[src/hdl/tnm_pkg.sv]
// shared constants, types and helpers of the tiling normal-map generator
`default_nettype none
package tnm_pkg;

	// image store geometry
	localparam int MAX_WIDTH  = 256;
	localparam int MAX_HEIGHT = 256;
	localparam int DEPTH      = MAX_WIDTH * MAX_HEIGHT;
	localparam int ADDR_W     = $clog2(DEPTH);

	// field widths
	localparam int COORD_W = 8;
	localparam int CHAN_W  = 8;
	localparam int DIM_W   = 9;
	localparam int LIGHT_W = 9;
	localparam int SLOPE_W = 8;

	// clamp limits of the size registers
	localparam logic [DIM_W-1:0] MAX_W_DIM = DIM_W'(MAX_WIDTH);
	localparam logic [DIM_W-1:0] MAX_H_DIM = DIM_W'(MAX_HEIGHT);

	// flat slope and the bias of the central difference
	localparam logic [SLOPE_W-1:0] SLOPE_FLAT = SLOPE_W'(128);
	localparam logic [LIGHT_W:0]   SLOPE_BIAS = (LIGHT_W + 1)'(510);

	typedef enum logic [0:0] {
		OP_WRITE = 1'b0,
		OP_QUERY = 1'b1
	} op_t;

	typedef enum logic [0:0] {
		CFG_WIDTH  = 1'b0,
		CFG_HEIGHT = 1'b1
	} cfg_idx_t;

	typedef enum logic [2:0] {
		S_IDLE,
		S_LEFT,
		S_RIGHT,
		S_UP,
		S_DOWN,
		S_DONE
	} state_t;

	typedef enum logic [1:0] {
		NB_LEFT,
		NB_RIGHT,
		NB_UP,
		NB_DOWN
	} nbr_t;

	// controller to datapath
	typedef struct packed {
		logic accept;
		logic rd_en;
		nbr_t nbr;
		logic cap_a;
		logic cap_nx;
		logic load_out;
	} cmd_t;

	// datapath to controller
	typedef struct packed {
		logic query;
		logic bad;
	} status_t;

	// floor((a - b + 510) / 4)
	function automatic logic [SLOPE_W-1:0] slope(input logic [LIGHT_W-1:0] a,
		input logic [LIGHT_W-1:0] b);
		logic [LIGHT_W:0] s;
		s = {1'b0, a} + SLOPE_BIAS - {1'b0, b};
		return s[LIGHT_W:2];
	endfunction

endpackage
`default_nettype wire

[src/hdl/tnm_ctrl.sv]
// controller state machine: item handshake, neighbour read sequence, result register valid
`default_nettype none
module tnm_ctrl (
	input  wire                 clk,
	input  wire                 arst_n,
	input  wire                 in_valid,
	output logic                in_stall,
	output logic                out_valid,
	input  wire                 out_stall,
	input  tnm_pkg::status_t    status,
	output tnm_pkg::cmd_t       cmd
);
	import tnm_pkg::*;

	state_t state_q;
	state_t state_next;
	logic   out_valid_q;
	logic   out_free;

	assign out_free  = !out_valid_q || !out_stall;
	assign in_stall  = (state_q != S_IDLE);
	assign out_valid = out_valid_q;

	// next state
	always_comb begin
		state_next = state_q;
		unique case (state_q)
			S_IDLE: begin
				if (in_valid && status.query) begin
					state_next = status.bad ? S_DONE : S_LEFT;
				end
			end
			S_LEFT:  state_next = S_RIGHT;
			S_RIGHT: state_next = S_UP;
			S_UP:    state_next = S_DOWN;
			S_DOWN:  state_next = S_DONE;
			S_DONE: begin
				if (out_free) begin
					state_next = S_IDLE;
				end
			end
			default: state_next = S_IDLE;
		endcase
	end

	// command outputs
	always_comb begin
		cmd = '0;
		cmd.nbr = NB_LEFT;
		unique case (state_q)
			S_IDLE: begin
				cmd.accept = in_valid;
			end
			S_LEFT: begin
				cmd.rd_en = 1'b1;
				cmd.nbr   = NB_LEFT;
			end
			S_RIGHT: begin
				cmd.rd_en = 1'b1;
				cmd.nbr   = NB_RIGHT;
				cmd.cap_a = 1'b1;
			end
			S_UP: begin
				cmd.rd_en  = 1'b1;
				cmd.nbr    = NB_UP;
				cmd.cap_nx = 1'b1;
			end
			S_DOWN: begin
				cmd.rd_en = 1'b1;
				cmd.nbr   = NB_DOWN;
				cmd.cap_a = 1'b1;
			end
			S_DONE: begin
				cmd.load_out = out_free;
			end
			default: cmd = '0;
		endcase
	end

	// state register
	always_ff @(posedge clk or negedge arst_n) begin
		if (!arst_n) begin
			state_q <= S_IDLE;
		end else begin
			state_q <= state_next;
		end
	end

	// result valid flag
	always_ff @(posedge clk or negedge arst_n) begin
		if (!arst_n) begin
			out_valid_q <= 1'b0;
		end else if (cmd.load_out) begin
			out_valid_q <= 1'b1;
		end else if (!out_stall) begin
			out_valid_q <= 1'b0;
		end
	end

endmodule
`default_nettype wire

[config.mk]
export PLATFORM = sky130hd
export DESIGN_NAME = tnm_ctrl
export DESIGN_NICKNAME = d
export VERILOG_FILES = /design/src/hdl/tnm_pkg.sv /design/src/hdl/tnm_ctrl.sv
export SDC_FILE = /design/constraint.sdc
export NUM_CORES = 1
export LEC_CHECK = 0
export BUFFER_PORTS_ARGS = -buffer_cell sky130_fd_sc_hd__buf_2
export CAP_MARGIN = 40
export CORE_AREA = 2 2 39 41
export CTS_BUF_LIST = sky130_fd_sc_hd__clkbuf_4 sky130_fd_sc_hd__clkbuf_8
export DETAILED_ROUTE_END_ITERATION = 8
export DIE_AREA = 0 0 41 43
export RECOVER_POWER = 100
export SLEW_MARGIN = 25
export SYNTH_ARGS = -nofsm -noshare
export SYNTH_HDL_FRONTEND = slang
export SYNTH_SLANG_ARGS = --single-unit
export TNS_END_PERCENT = 1
[constraint.sdc]
create_clock -name clk -period 2.4 [get_ports clk]
set_clock_uncertainty 0.1 [all_clocks]
set_input_delay 0.12 -clock clk [delete_from_list [all_inputs] [get_ports clk]]
set_output_delay 0.12 -clock clk [all_outputs]
set_load 0.1 [all_outputs]
Word-level counts from Yosys, hierarchy flattened
Cells that the tools add are included.
Cells by class
  equal/unequal tests: 8
  mux-type cells: 11
  reductions and logical operators: 8
Operators with widths (count)
  $pmux 3 s6: 1
  $pmux 3 s4: 1
  $mux 3: 3
  $eq 3x2->1 const B: 2
  $eq 3x3->1 const B: 2
  $mux 1: 6
  $ne 2x2->1 const B: 2
  $eq 3x1->1 const B: 1
  $logic_not 3->1: 1
  $reduce_bool 3->1: 1
  $logic_not 1->1: 2
  $ne 2x1->1 const B: 1
  $reduce_and 2->1: 1
  $reduce_or 2->1: 1
  $logic_and 1x1->1: 1
  $logic_or 1x1->1: 1
Word-level totals
  register bits after elaboration: 4
  bits of input ports: 6
  output and inout port bits: 9
  word-level logic and storage cells: 29

Depth between registers and ports, before layout
Gate-level depths: netlist of the first run.
  depth after elaboration: 4
  depth in mapped cells: 4

Worst setup path before layout of the first run
No wires, ideal clock.
  path type: register -> output
  start point: register state_q[1]
  end point: output port cmd[5] (netlist bit)
  data arrival time: 2.989 ns
  path slack: -0.809 ns
  cell stages (with the launch flop): 5
  path buffers: 1
  cells stage by stage: dfrtp_1 buf_6 nand2b_4 o22ai_1 or2_1
RTL lines
  start, declared: line tnm_ctrl.sv:15  | state_t state_q;
  start signal, assigned: line tnm_ctrl.sv:85  | state_q <= state_next;
  end, declared: line tnm_ctrl.sv:11  | output tnm_pkg::cmd_t cmd

Worst setup path after layout of the first run
  start point: register state_q[0]
  end point: output port in_stall
Between the ends
  cells in the longest elaborated chain, start to end: 1
Ends and longest elaborated chain
  $reduce_bool 3->1: line tnm_ctrl.sv:21  | assign in_stall = (state_q != S_IDLE);
  end, declared: line tnm_ctrl.sv:7  | output logic in_stall,
No other way between the ends.

==> results of run 1 <==
[worst reg2reg max path, delay by kind of cell (launching register included)]
kind	cells	cell delay (ps)
AND/OR/NAND/NOR	3	590
flip-flops	1	490
[Yosys cell counts]
master    n  area share [%]
nand3_1   1             1.8
nand3b_1  1             2.7
nand2_1   3             4.0
nor2_2    1             2.2
or3_1     1             2.2
o22ai_1   1             2.2
buf_6     2             8.0
o21a_1    1             2.7
nor2_1    3             4.0
nor3_1    1             1.8
or2b_1    1             2.7
inv_1     1             1.3
or2_1     1             2.2
buf_4     1             2.7
a21oi_1   5             8.9
dfrtp_1   4              36
a22oi_1   1             2.7
nand2b_4  1             4.9
or3_4     1             4.0
xnor2_1   1             3.1
[layout make-up]
type,instances,area share [%]
clock buffer,3,5.94
timing repair buffer,15,20.1
inverter,1,0.990
tap,16,5.28
sequential,4,26.4
multi-input combinational,24,41.3
[layer usage]
metal	global-route usage, %	share of wire [%]
met1	12.1	40
met2	11.9	53
met4	12.0	3.2
met5	0	0
met3	3.14	4.2
[sequential cells by signal, summed over array words and instances (netlist names)]
register   count
out_valid      1
state_q        3
[layout by cell type (no fill, tap or decap)]
cell           count
clkbuf_2           7
nor2_2             1
nand2_1            3
clkbuf_4           3
a22oi_1            1
or3_1              1
o22ai_2            1
dfrtp_1            4
or2b_1             1
inv_1              1
clkbuf_1           3
o21a_1             1
nand3b_1           1
nand2b_4           1
a21oi_2            1
xnor2_1            1
dlygate4sd3_1      1
or2_1              1
nor3_1             1
a21oi_1            4
buf_2              4
or3_4              1
nand3_1            1
nor2_1             3
[worst max path at each step]
stage,from,endpoint,slack [ps],cells after the start
after floorplan,state_q[1]$_DFFE_PN0P_,cmd[5],-90,4
after global placement,state_q[2]$_DFFE_PN0P_,cmd[6],780,3
after detailed placement,state_q[2]$_DFFE_PN0P_,cmd[6],780,3
after CTS,state_q[2]$_DFFE_PN0P_,cmd[6],520,3
after global routing,state_q[0]$_DFFE_PN0P_,in_stall,260,2
final,state_q[0]$_DFFE_PN0P_,in_stall,350,2
[repair_timing]
action / CTS / global route
endpoints found under the hold margin: 4 / 0
hold buffers: 1 / 0
gates resized for setup: 0 / 0
[cell families (layout without fill, tap and decap cells)]
| family | count (synthesis) | count (layout) | synth area share (%) |
|---|---|---|---|
| XOR/XNOR | 1 | 1 | 3.13 |
| AND/OR/NAND/NOR | 15 | 15 | 32.6 |
| flip-flops | 4 | 4 | 35.7 |
| buffers and inverters | 4 | 19 | 12.1 |
| AO/OA/AOI/OAI | 8 | 8 | 16.5 |
[metrics by stage]
step	TNS, ps	setup slack [ps]	util [%]
2_1_floorplan	-148	-93.8	-
3_3_place_gp	0	778	25.3
3_5_place_dp	0	777	25.3
4_1_cts	0	524	27.7
5_1_grt	0	260	27.4
6_report	0	354	27.4
==> metrics.cfg, run 1 <==
[worst_setup_path]
critical_path_arrival_ps=1830
worstSetupPathType=reg2out
critPathMaxFanout=11
start_kind=flop
worst_path_dominant_cell_family=buffers and inverters
cp.required_ps=2180
cp_cell_sequence=or3_4, clkbuf_1
ff2ff_path_depth=3
crit_path_end_kind=primary output
cpMaxStageDelayCell=clkbuf_1
reg2reg_setup_slack_ps=1090
r2r-end=state_q[2]$_DFFE_PN0P_
slowest_delay_ps=850
regToRegStartpoint=state_q[0]$_DFFE_PN0P_
cp_num_buf_inv=1

[sta]
rsz0062_at_grt=false
hold_viol=0
setup_viol_count_final=0
relSlewSlack_pct=23.1
fmax_mhz=489
layout_worst_path_cycle_share_pct=85.2
tightest_slew_ps=1160
slew_viol_final=0
whs_ps=82.5
period_minus_slack_ps=2050

[global_routing]
antenna_found_initial=0
grt_pass1_vias=234
grt_pass1_wl_um=1070
grt_max_degree=12
grtUsageTotal_pct=9.98
overflow=0

[job]
max_cap_viol_count=0

[clock_tree]
cts.clk_slew.worst_paths_ps=40
numCtsBuffers=3
clockBufferDepth=2
post_cts_buffers=0
htreeDepth=1
cts_root_buffer=clkbuf_4
clock-sinks=4
clock_latency_ps=230
cts_tree=done

[synthesis]
synthesis.area_um2=280
yosysSeqAreaShare_pct=35.7
syn_area_per_cell_um2=8.76
synth_seq_cells=4
synth_cell_types=20
yosys_warnings=0
synth_nets=38
syn_inst=32

[die]
die_w_um=41
start_util_pct=20.3
io_pins=15
die-area_um2=1760
rows=14
core_um2=1380
die_h_um=43

[final_layout]
stdcell_count=63
multi_input_area_um2=156
stdcell_area_um2=379
n_fill_cell=168
drive_gt1_share_pct=40.4
final_nets=55
n_antenna_cell=0
area_growth_pct=35.3
seq_area_um2=100

[placed_design]
globalplace.congestion=0.744
hpwlAfterDp_um=457
dp.cells=59
dpl-instance-area_um2=350
port_buffers=14

[drt]
wirelength_um=601
ant_nets=0
first_pass_iters=1
via_per_inst=4.38
num_vias=276
drtIter0Drc=0
wl_per_cell_um=9.54
drc=0

[worst_hold_path]
whs_path_depth=3
hold_start=out_stall
hold_end=out_valid$_DFFE_PN0P_
hold_path_class=in2reg

[run_status]
status=finished clean

Power of run 1 is not shown: default switching activity piles up to over one toggle a cycle in this logic, so the estimate is an artifact.
==> run 2: changes to the inputs <==
--- a/config.mk
+++ b/config.mk
@@ -11,6 +11,7 @@
 export CTS_BUF_LIST = sky130_fd_sc_hd__clkbuf_4 sky130_fd_sc_hd__clkbuf_8
 export DETAILED_ROUTE_END_ITERATION = 8
 export DIE_AREA = 0 0 41 43
+export PLACE_DENSITY_LB_ADDON = 0.08
 export RECOVER_POWER = 100
 export SLEW_MARGIN = 25
 export SYNTH_ARGS = -nofsm -noshare
==> run 2 against run 1 <==
Against the previous run: maximum frequency is 0.24% lower; global-route usage is 1.3 points lower; critical path depth stayed put; clock-buffer cell count stayed put.
==> metrics.cfg, run 2 (synthesis gave the netlist of run 1 again) <==
[worst_setup_path]
crit_start=state_q[0]$_DFFE_PN0P_  ; unchanged
critPathMaxFanout=11  ; unchanged
critical_path_arrival_ps=1830  ; about the same
regToRegStartpoint=state_q[0]$_DFFE_PN0P_  ; unchanged
crit_path_end_kind=primary output  ; unchanged
worstSetupPathType=reg2out  ; unchanged
start_kind=flop  ; unchanged
cp.required_ps=2180  ; about the same

[clock_tree]
clock-sinks=4  ; unchanged
clockBufferDepth=2  ; unchanged
cts.clk_slew.worst_paths_ps=40  ; about the same
htreeDepth=1  ; unchanged
cts_root_buffer=clkbuf_4  ; unchanged
post_cts_buffers=0  ; unchanged
numCtsBuffers=3  ; unchanged
cts_tree=done  ; unchanged
ctsResizeCount=0  ; unchanged
hold_buffers=1  ; unchanged
clock_latency_ps=230  ; about the same

[global_routing]
grt_pass1_wl_um=979  ; was 1070 um
grt_max_degree=12  ; unchanged
grtUsageTotal_pct=8.64  ; was 9.98%
overflow=0  ; unchanged
busiest_layer=met1  ; unchanged
antenna_found_initial=0  ; unchanged
grtUsageMet2_pct=10.6  ; was 11.9%
gr-usage-met1_pct=10.6  ; was 12.1%
grt_pass1_vias=244  ; was 234
grt_use_met3_pct=2.09  ; was 3.14%

[drt]
via_per_inst=4.29  ; was 4.38
ant_nets=0  ; unchanged
drtIter0Drc=5  ; was 0
first_pass_iters=4  ; was 1
wl_per_cell_um=9.75  ; was 9.54 um
num_vias=270  ; was 276
drc=0  ; unchanged
wirelength_um=614  ; was 601 um

[placed_design]
dp.cells=59  ; unchanged
place_ws_ps=759  ; was 777 ps
globalplace.congestion=0.679  ; was 0.744
port_buffers=14  ; unchanged

[final_layout]
area_growth_pct=35.3  ; unchanged
final_core_util_pct=27.4  ; unchanged
largest-register=state_q  ; unchanged
stdcell_count=63  ; unchanged
final_common_cell=clkbuf_2  ; unchanged
largest_register_ffs=3  ; unchanged
n_antenna_cell=0  ; unchanged
final_nets=55  ; unchanged
n_fill_cell=160  ; was 168
drive_gt1_share_pct=40.4  ; unchanged
layout_common_cells=clkbuf_2, a21oi_1, buf_2, dfrtp_1  ; unchanged

[die]
die_w_um=41  ; unchanged
start_util_pct=20.3  ; unchanged
io_pins=15  ; unchanged
rows=14  ; unchanged
die-area_um2=1760  ; unchanged
core_um2=1380  ; unchanged
die_h_um=43  ; unchanged

[sta]
period_minus_slack_ps=2050  ; about the same
tightest_slew_ps=1160  ; about the same
setup_slack_ps=349  ; was 354 ps
setup_viol_count_final=0  ; unchanged
fmax_mhz=488  ; was 489 MHz
final.setup.tns_ps=0  ; unchanged
slew_viol_final=0  ; unchanged
rsz0062_at_grt=false  ; unchanged
hold_viol=0  ; unchanged
relSlewSlack_pct=22.8  ; was 23.1%
layout_worst_path_cycle_share_pct=85.4  ; was 85.2%

[job]
max_cap_viol_count=0  ; unchanged

[worst_hold_path]
hold_start=out_stall  ; unchanged
hold_path_class=in2reg  ; unchanged

[run_status]
status=finished clean  ; unchanged

-- run 2: worst max-delay path: stages, from the launching register on --
cell and delay [ps]:
dfrtp_1 540, or3_4 200, clkbuf_1 850
-- run 2: metal layers --
metal  share of wire [%]  vias to the layer above  wire (um)
li1                    -                      139          -
met2                  44                       13        268
met3                  11                        0         70
met5                   0                        -          0
met4                   0                        0          0
met1                  45                      118        275
-- run 2: final timing paths --
kind                                           to  slack (ps)  cells after the start
max                                      in_stall         350                      2
min                         out_valid$_DFFE_PN0P_          70                      3
max reg2reg                state_q[2]$_DFFE_PN0P_        1090                      3
min reg2reg                 out_valid$_DFFE_PN0P_         460                      2
max in group asynchronous   out_valid$_DFFE_PN0P_        1860                      2
min in group asynchronous  state_q[0]$_DFFE_PN0P_         160                      2
-- run 2: metrics by stage --
step           hold WS (ps)  area [um2]
2_1_floorplan          -276         290
3_3_place_gp           -168         350
3_5_place_dp           -170         350
4_1_cts                64.3         383
5_1_grt                88.1         379
6_report               70.5         379
-- run 2: layout make-up --
class	count	area, um2	area share, %
multi-input combinational	24	156	41.3
sequential	4	100	26.4
timing repair buffer	15	76.3	20.1
clock buffer	3	22.5	5.94
tap	16	20.0	5.28
inverter	1	3.75	0.990
Power of run 2 is left out for the same reason.
==> run 3: changes to the inputs <==
==> constraint.sdc (replaced) <==
create_clock -name clk -period 2.25 [get_ports clk]
set_clock_uncertainty 0.1 [all_clocks]
set_input_delay 0.1125 -clock clk [delete_from_list [all_inputs] [get_ports clk]]
set_output_delay 0.1125 -clock clk [all_outputs]
set_load 0.1 [all_outputs]
==> run 3 against run 2 <==
Against the previous run: global-route usage did not move; final cell count unchanged; via count unchanged; sequential share of layout area shrank 0.087 points; die area stayed put; non-clock buffer count is the same; setup slack lost 6.9 ps; worst hold slack worse by 7.5 ps; clock-buffer cell count did not move; largest cell class unchanged.
==> metrics.cfg, run 3 (synthesis gave the netlist of run 1 again) <==
[run_status]
status=finished clean  ; unchanged

[worst_setup_path]
crit_path_end_kind=primary output  ; unchanged
cp.required_ps=2040  ; was 2180 ps
critPathMaxFanout=9  ; was 11
start_kind=flop  ; unchanged
critical_path_arrival_ps=1690  ; was 1830 ps
worstSetupPathType=reg2out  ; unchanged

[job]
max_cap_viol_count=0  ; unchanged

[final_layout]
n_fill_cell=160  ; unchanged
largest_register_ffs=3  ; unchanged
stdcell_area_um2=380  ; was 379 um2
seq_area_um2=100  ; unchanged
drive_gt1_share_pct=42.6  ; was 40.4%
area_growth_pct=35.7  ; was 35.3%
final_common_cell=clkbuf_2  ; unchanged
n_antenna_cell=0  ; unchanged
layout_common_cells=clkbuf_2, a21oi_1, buf_2, dfrtp_1  ; unchanged
final_nets=55  ; unchanged
multi_input_area_um2=156  ; unchanged
largest-register=state_q  ; unchanged

[die]
rows=14  ; unchanged
io_pins=15  ; unchanged
core_um2=1380  ; unchanged
start_util_pct=20.3  ; unchanged
die_w_um=41  ; unchanged
die_h_um=43  ; unchanged
die-area_um2=1760  ; unchanged

[global_routing]
antenna_found_initial=0  ; unchanged
grtUsageMet2_pct=10.6  ; unchanged
busiest_layer=met1  ; unchanged
overflow=0  ; unchanged
grtUsageTotal_pct=8.64  ; unchanged
gr-usage-met1_pct=10.6  ; unchanged
grt_pass1_wl_um=979  ; unchanged
grt_pass1_vias=244  ; unchanged
grt_max_degree=12  ; unchanged
grt_use_met3_pct=2.09  ; unchanged

[placed_design]
port_buffers=14  ; unchanged
place_ws_ps=617  ; was 759 ps
globalplace.congestion=0.679  ; unchanged
dpl-instance-area_um2=350  ; unchanged

[sta]
setup_slack_ps=343  ; was 349 ps
layout_worst_path_cycle_share_pct=84.8
slew_viol_final=0  ; unchanged
fmax_mhz=524
relSlewSlack_pct=22.8  ; unchanged
setup_viol_count_final=0  ; unchanged
hold_viol=0  ; unchanged
tightest_slew_ps=1160  ; unchanged
rsz0062_at_grt=false  ; unchanged
period_minus_slack_ps=1910
whs_ps=63.0  ; was 70.5 ps

[clock_tree]
cts_tree=done  ; unchanged
ctsResizeCount=0  ; unchanged
clock-sinks=4  ; unchanged
clockBufferDepth=2  ; unchanged
cts.clk_slew.worst_paths_ps=40  ; about the same
numCtsBuffers=3  ; unchanged
htreeDepth=1  ; unchanged
clock_latency_ps=230  ; about the same
cts_root_buffer=clkbuf_4  ; unchanged

[drt]
ant_nets=0  ; unchanged
wl_per_cell_um=9.71  ; was 9.75 um
num_vias=270  ; unchanged
drc=0  ; unchanged
drtIter0Drc=5  ; unchanged
wirelength_um=612  ; was 614 um
via_per_inst=4.29  ; unchanged
first_pass_iters=4  ; unchanged

[worst_hold_path]
hold_path_class=in2reg  ; unchanged

-- run 3: cell counts in the layout (fill, tap and decap cells not counted) --
Identical to the previous run, type by type.
-- run 3: metrics by stage --
step	utilization, %	std cells	setup TNS, ps
finish	27.5	63	0
floorplan	-	32	-576
global placement	25.3	59	0
global route	27.5	63	0
CTS	27.7	63	0
detailed placement	25.3	59	0
-- run 3: worst paths after layout --
path	slack, ps	depth (start not counted)	endpoint	startpoint
worst max-delay path	340	3	cmd[6]	state_q[2]$_DFFE_PN0P_
worst min-delay path	60	3	out_valid$_DFFE_PN0P_	out_stall
worst max register to register	940	3	state_q[2]$_DFFE_PN0P_	state_q[0]$_DFFE_PN0P_
worst min register to register	460	2	out_valid$_DFFE_PN0P_	out_valid$_DFFE_PN0P_
max in group asynchronous	1720	2	out_valid$_DFFE_PN0P_	arst_n
min in group asynchronous	150	2	state_q[0]$_DFFE_PN0P_	arst_n
-- run 3: area by class of cell --
type,instances,share of cell area [%]
multi-input cells,24,41.1
repair buffers,15,20.4
clock buffers,3,5.92
flip-flops and latches,4,26.3
inverters,1,0.987
well taps,16,5.26
-- run 3: worst max-delay path: stages, from the launching register on --
cell and delay (ps):
dfrtp_1 490, or3_4 440, nor2_2 80, clkbuf_2 450
-- run 3: metal layers --
layer / wire length [um] / share of wire [%]
met5: 0 / 0
met4: 0 / 0
met3: 70 / 11
met2: 269 / 44
met1: 273 / 45
-- run 3: repair_timing --
item	in CTS	in global routing
endpoints found under the hold margin	4	0
setup endpoints to repair	0	0
hold buffers	1	0
setup buffers	0	0
Power of run 3 is left out for the same reason.
